[src/rtl/latin_hypercube_sampler_assert.svh]
// ---------------------------------------------------------------------------
// Latin hypercube sampler assertion macros
// Shared concurrent assertion forms, clocked on clk, off during reset.
// ---------------------------------------------------------------------------
`ifndef LATIN_HYPERCUBE_SAMPLER_ASSERT_SVH
`define LATIN_HYPERCUBE_SAMPLER_ASSERT_SVH

// Condition must hold at every edge.
`define LHS_ASSERT_ALWAYS(lbl, cond, msg) \
	lbl: assert property (@(posedge clk) disable iff (!arst_n) (cond)) else $error(msg);

// Consequent must hold in the same cycle as the antecedent.
`define LHS_ASSERT_IMPL(lbl, ante, cons, msg) \
	lbl: assert property (@(posedge clk) disable iff (!arst_n) (ante) |-> (cons)) \
		else $error(msg);

// Consequent must hold in the cycle after the antecedent.
`define LHS_ASSERT_NEXT(lbl, ante, cons, msg) \
	lbl: assert property (@(posedge clk) disable iff (!arst_n) (ante) |=> (cons)) \
		else $error(msg);

`endif

[src/rtl/lhs_pkg.sv]
// ---------------------------------------------------------------------------
// Latin hypercube sampler package
// Sizes, register indexes, controller states and command/status bundles.
// ---------------------------------------------------------------------------
`default_nettype none

package lhs_pkg;

	localparam int MAX_POINTS = 1024;
	localparam int MAX_DIMS   = 8;

	localparam int SLOT_W = $clog2(MAX_POINTS);       // level / slot index
	localparam int NP_W   = SLOT_W + 1;               // point count
	localparam int DIM_W  = $clog2(MAX_DIMS);
	localparam int ND_W   = DIM_W + 1;
	localparam int RW_W   = 31;                       // random word

	localparam int ROW_ENT    = 32;                   // pool entries per memory row
	localparam int ENT_W      = $clog2(ROW_ENT);
	localparam int ROW_HI_W   = SLOT_W - ENT_W;
	localparam int ROWS       = MAX_DIMS * MAX_POINTS / ROW_ENT;
	localparam int ROW_ADDR_W = DIM_W + ROW_HI_W;

	localparam int DIV_STEPS = RW_W;
	localparam int DIV_CNT_W = $clog2(DIV_STEPS);

	localparam int IN_DATA_W  = ((RW_W + SLOT_W + 7) / 8) * 8;
	localparam int OUT_FLD_W  = SLOT_W + DIM_W + SLOT_W;
	localparam int OUT_DATA_W = ((OUT_FLD_W + 7) / 8) * 8;

	localparam int CFG_IDX_W  = 2;
	localparam int CFG_DATA_W = NP_W;

	localparam logic [CFG_IDX_W-1:0] CFG_NUM_POINTS  = 2'd0;
	localparam logic [CFG_IDX_W-1:0] CFG_NUM_DIMS    = 2'd1;
	localparam logic [CFG_IDX_W-1:0] CFG_FIRST_GIVEN = 2'd2;

	typedef logic [ROW_ENT-1:0][SLOT_W-1:0] pool_row_t;

	typedef enum logic [2:0] {
		S_IDLE,
		S_DIV,
		S_RD_LAST,
		S_RD_SEL,
		S_WRITE,
		S_OUT
	} lhs_state_t;

	typedef struct packed {
		logic load;
		logic div_step;
		logic rd_last;
		logic rd_sel;
		logic wr_back;
		logic out_load;
	} lhs_cmd_t;

	typedef struct packed {
		logic first_pick;
		logic div_done;
		logic out_free;
	} lhs_status_t;

	function automatic pool_row_t identity_row(input logic [ROW_HI_W-1:0] hi);
		pool_row_t row;
		for (int j = 0; j < ROW_ENT; j++) begin
			row[j] = {hi, ENT_W'(j)};
		end
		return row;
	endfunction

endpackage

`default_nettype wire

[src/rtl/lhs_ctrl.sv]
// ---------------------------------------------------------------------------
// Latin hypercube sampler controller
// Sequences accept, remainder iterations, pool row access and result load.
// ---------------------------------------------------------------------------
`default_nettype none

module lhs_ctrl import lhs_pkg::*; (
	input  wire logic        clk,
	input  wire logic        arst_n,
	input  wire logic        in_valid,
	output logic             in_ready,
	input  wire lhs_status_t status,
	output lhs_cmd_t         cmd
);

	lhs_state_t state_q;
	lhs_state_t state_nxt;

	always_ff @(posedge clk or negedge arst_n) begin
		if (!arst_n) begin
			state_q <= S_IDLE;
		end else begin
			state_q <= state_nxt;
		end
	end

	always_comb begin
		state_nxt = state_q;
		case (state_q)
			S_IDLE: begin
				if (in_valid) begin
					state_nxt = status.first_pick ? S_RD_LAST : S_DIV;
				end
			end
			S_DIV: begin
				if (status.div_done) begin
					state_nxt = S_RD_LAST;
				end
			end
			S_RD_LAST: state_nxt = S_RD_SEL;
			S_RD_SEL:  state_nxt = S_WRITE;
			S_WRITE:   state_nxt = S_OUT;
			S_OUT: begin
				if (status.out_free) begin
					state_nxt = S_IDLE;
				end
			end
			default:   state_nxt = S_IDLE;
		endcase
	end

	always_comb begin
		cmd      = '0;
		in_ready = 1'b0;
		case (state_q)
			S_IDLE: begin
				in_ready = 1'b1;
				cmd.load = in_valid;
			end
			S_DIV:     cmd.div_step = 1'b1;
			S_RD_LAST: cmd.rd_last  = 1'b1;
			S_RD_SEL:  cmd.rd_sel   = 1'b1;
			S_WRITE:   cmd.wr_back  = 1'b1;
			S_OUT:     cmd.out_load = status.out_free;
			default:   cmd = '0;
		endcase
	end

endmodule

`default_nettype wire

[config.mk]
export PLATFORM = sky130hd
export DESIGN_NAME = lhs_ctrl
export DESIGN_NICKNAME = d
export VERILOG_FILES = /design/src/rtl/latin_hypercube_sampler_assert.svh /design/src/rtl/lhs_pkg.sv /design/src/rtl/lhs_ctrl.sv
export SDC_FILE = /design/constraint.sdc
export NUM_CORES = 1
export LEC_CHECK = 0
export ABC_AREA = 1
export ABC_CLOCK_PERIOD_IN_PS = 2600
export BUFFER_PORTS_ARGS = -buffer_cell sky130_fd_sc_hd__buf_2
export CAP_MARGIN = 20
export CORE_AREA = 8 8 45 47
export DETAILED_ROUTE_END_ITERATION = 6
export DIE_AREA = 0 0 53 55
export HOLD_SLACK_MARGIN = 0.03
export PLACE_DENSITY = 0.38
export SETUP_SLACK_MARGIN = 0.4
export SYNTH_ARGS = -nofsm -noshare
export SYNTH_HDL_FRONTEND = slang
export SYNTH_SLANG_ARGS = --single-unit
[constraint.sdc]
create_clock -name clk -period 2.6 [get_ports clk]
set_input_delay 0.52 -clock clk [delete_from_list [all_inputs] [get_ports clk]]
set_output_delay 0.52 -clock clk [all_outputs]
set_load 0.03 [all_outputs]
# Yosys cells after proc, flatten, opt, wreduce, memory -nomap -nowiden
# Cells that the tools add are included.
# Widths: inputs -> output; s select.
# word_totals
regBits	3
latch_bits	0
mem_bits_rw	0
mem_bits_ro	0
in_bits	6
output_inout_bits	7
wordCells	23
mem_count	0
# op_classes
addsub	0
mul	0
div	0
magnitude_cmp	0
eq_ne	8
shifts	0
muxes	12
bitwise	0
reduce_logical	2
# ops
op	count
$pmux 3 s6	1
$mux 3	3
$mux 1	7
$eq 3x2->1 const B	2
$eq 3x3->1 const B	2
$ne 2x2->1 const B	3
$eq 3x1->1 const B	1
$logic_not 3->1	1
$reduce_and 3->1	1
$mux 2	1

# Longest topological paths before layout
# logic_depth
ltp_word	3
depth_mapped	6

# Worst setup path before layout
# OpenSTA, ideal clock, no wires.
# synth_timing
path_kind	flip-flop to output port
start	register state_q[0]
end	output port cmd[5] (netlist name)
t_arrival_ps	1568
t_required_ps	2080
setup_slack_ps	512
stages_incl_launch_ff	6
path_buffers	0
path_cell_list	dfrtp_1 > nor2_1 > inv_1 > nor2_1 > inv_1 > nor2_1
# synth_rtl
element	line_no	source
start: declaration	lhs_ctrl.sv:16	lhs_state_t state_q;
start signal: assignment	lhs_ctrl.sv:23	state_q <= state_nxt;
end: declaration	lhs_ctrl.sv:13	output lhs_cmd_t cmd

==> results.json <==
{
  "postCtsResizedCells": 0,
  "cts.reportedPaths.clkPinSlew_ns": 0.04,
  "final_hold_viol_count": 0,
  "port_buffers": 12,
  "antenna_found_initial": 0,
  "place.gp.congestion": 0.694,
  "rsz0062_at_grt": "no",
  "ff2ff_setup_slack_ns": 1.49,
  "crit_chain": "nor2_1, inv_1, nor2_1, inv_1, nor2_1, buf_2",
  "cpMaxStageDelayCell": "dfrtp_1",
  "drc": 0,
  "ys_seq_area_frac": 0.353,
  "grt_pass1_wl_um": 917,
  "fillers": 167,
  "die-area_um2": 2920,
  "fin_crit_sh": 0.716,
  "vdd_drop_max_mv": 0.345,
  "worst_slack_ns": 0.739,
  "first_pass_iters": 2,
  "crit_path_max_incr_delay_ns": 0.40,
  "final_common_cell": "buf_2",
  "io_pins": 13,
  "synthCells": 36,
  "drv_cap": 0,
  "grt_pass1_vias": 250,
  "area_growth_pct": 50.0,
  "cp-start-kind": "flip-flop",
  "endpoint_kind": "primary output",
  "top_register": "state_q",
  "rr_endpoint": "state_q[1]",
  "synth_seq_cells": 3,
  "first_iter_violations": 1,
  "cts_max_level": 1,
  "die_w_um": 53,
  "tns_ns": 0,
  "start_util": 0.154,
  "n_antenna_cell": 0,
  "syn_avg_cell_area_um2": 5.91,
  "holdWs_ns": 0.0698,
  "ys.warnings.count": 0,
  "required_ns": 2.08,
  "design_power_total_uw": 435,
  "root_buffer": "clkbuf_4",
  "clock_latency_ns": 0.23,
  "clock_path_buffers": 2,
  "r2r-start": "state_q[0]",
  "r2r_cells": 6,
  "worstSetupStartpoint": "state_q[0]",
  "place_hpwl_um": 521,
  "dieHeight_um": 55,
  "fin_skew_ns": 0.00272,
  "synth_cell_type_count": 8,
  "largest_reg_flops": 3,
  "min_period_ns": 1.86,
  "viasPerCell": 3.72,
  "grt.overflow.total": 0,
  "p_per_area_nw_per_um2": 1360,
  "layout_common_cells": "12 x buf_2, 11 x inv_1, 11 x nor2_1",
  "cts_setup_buffers": 0,
  "dp_slack_ns": 0.981,
  "relSlewSlack": 0.875,
  "syn-num-nets": 42,
  "wirelength_um": 623,
  "crit_type": "reg -> out",
  "setup_violations": 0,
  "drv_slew": 0,
  "status": "complete, no violations",
  "core_um2": 1380,
  "endpoint": "cmd[5]",
  "grt_max_degree": 7,
  "cp_data_arrival_time_ns": 1.34,
  "top_regs": "state_q x3",
  "nNetsFinal": 59,
  "crit_fanout": 5,
  "ant_nets": 0,
  "leakagePower_uw": 0.000219,
  "path_common_cell": "nor2_1",
  "grt_usage": 0.0449,
  "wl_per_cell_um": 9.16,
  "numCtsBuffers": 3,
  "cts_tree": "yes",
  "worstHoldPathType": "in -> async",
  "cts_sinks": 3,
  "fmax_mhz": 537,
  "drive_above_1_share": 0.288,
  "tightest_slew_ns": 0.188,
  "vias": 253,
  "cts_hold_buf": 0,
  "rows": 14,
  "synth_area_um2": 213
}
-- worst max-delay path, delay by kind of cell, from the launching register on --
kind	cells	cell delay, ns
DFF	1	0.40
buffers and inverters	3	0.34
and+or+nand+nor	3	0.36
-- stage by stage --
step	cell area, um^2	util	std cells
floorplan	213	-	36
global placement	293	0.212	64
detailed placement	293	0.212	64
CTS	319	0.231	68
global route	319	0.231	68
finish	319	0.231	68
-- cells by family after synthesis --
family / Yosys count / synth area share
AND/OR/NAND/NOR: 19 / 0.353
buffers and inverters: 11 / 0.194
flip-flops: 3 / 0.353
AO/OA/AOI/OAI: 3 / 0.100
-- routing by layer --
layer | up-vias | wire length (um) | GRT usage
met1 | 108 | 223 | 0.0367
met5 | - | 0 | 0
met3 | 0 | 85 | 0.0428
met4 | 0 | 0 | 0.0129
met2 | 8 | 314 | 0.0762
li1 | 137 | - | -
-- power by group --
group          total [uW]  switching [uW]  internal [uW]
sequential           94.0            24.4           69.6
clock                82.7            25.1           57.6
combinational         258             181           77.6
-- worst min-delay path by stage --
stage	from	to	slack, ns
finish	arst_n	state_q[0]	0.07
global route	arst_n	state_q[0]	0.07
CTS	arst_n	state_q[0]	0.06
detailed placement	arst_n	state_q[2]	0.32
global placement	arst_n	state_q[2]	0.32
floorplan	arst_n	state_q[0]	0.22
-- cell type report --
class / instances / area, um^2 / area share
Timing Repair Buffer: 12 / 60.1 / 0.188
Sequential cell: 3 / 75.1 / 0.235
Tap cell: 16 / 20.0 / 0.0627
Clock buffer: 4 / 26.3 / 0.0824
Inverter: 11 / 41.3 / 0.129
Multi-Input combinational cell: 22 / 96.3 / 0.302
-- Yosys cell counts --
library cell,instances,area [um^2]
dfrtp_1,3,75.1
nand3_1,3,15.0
a21oi_1,1,5.00
o221ai_1,1,8.76
nor2_1,11,41.3
inv_1,11,41.3
nand2_1,5,18.8
o211ai_1,1,7.51
(Power assumes the default switching activity.)
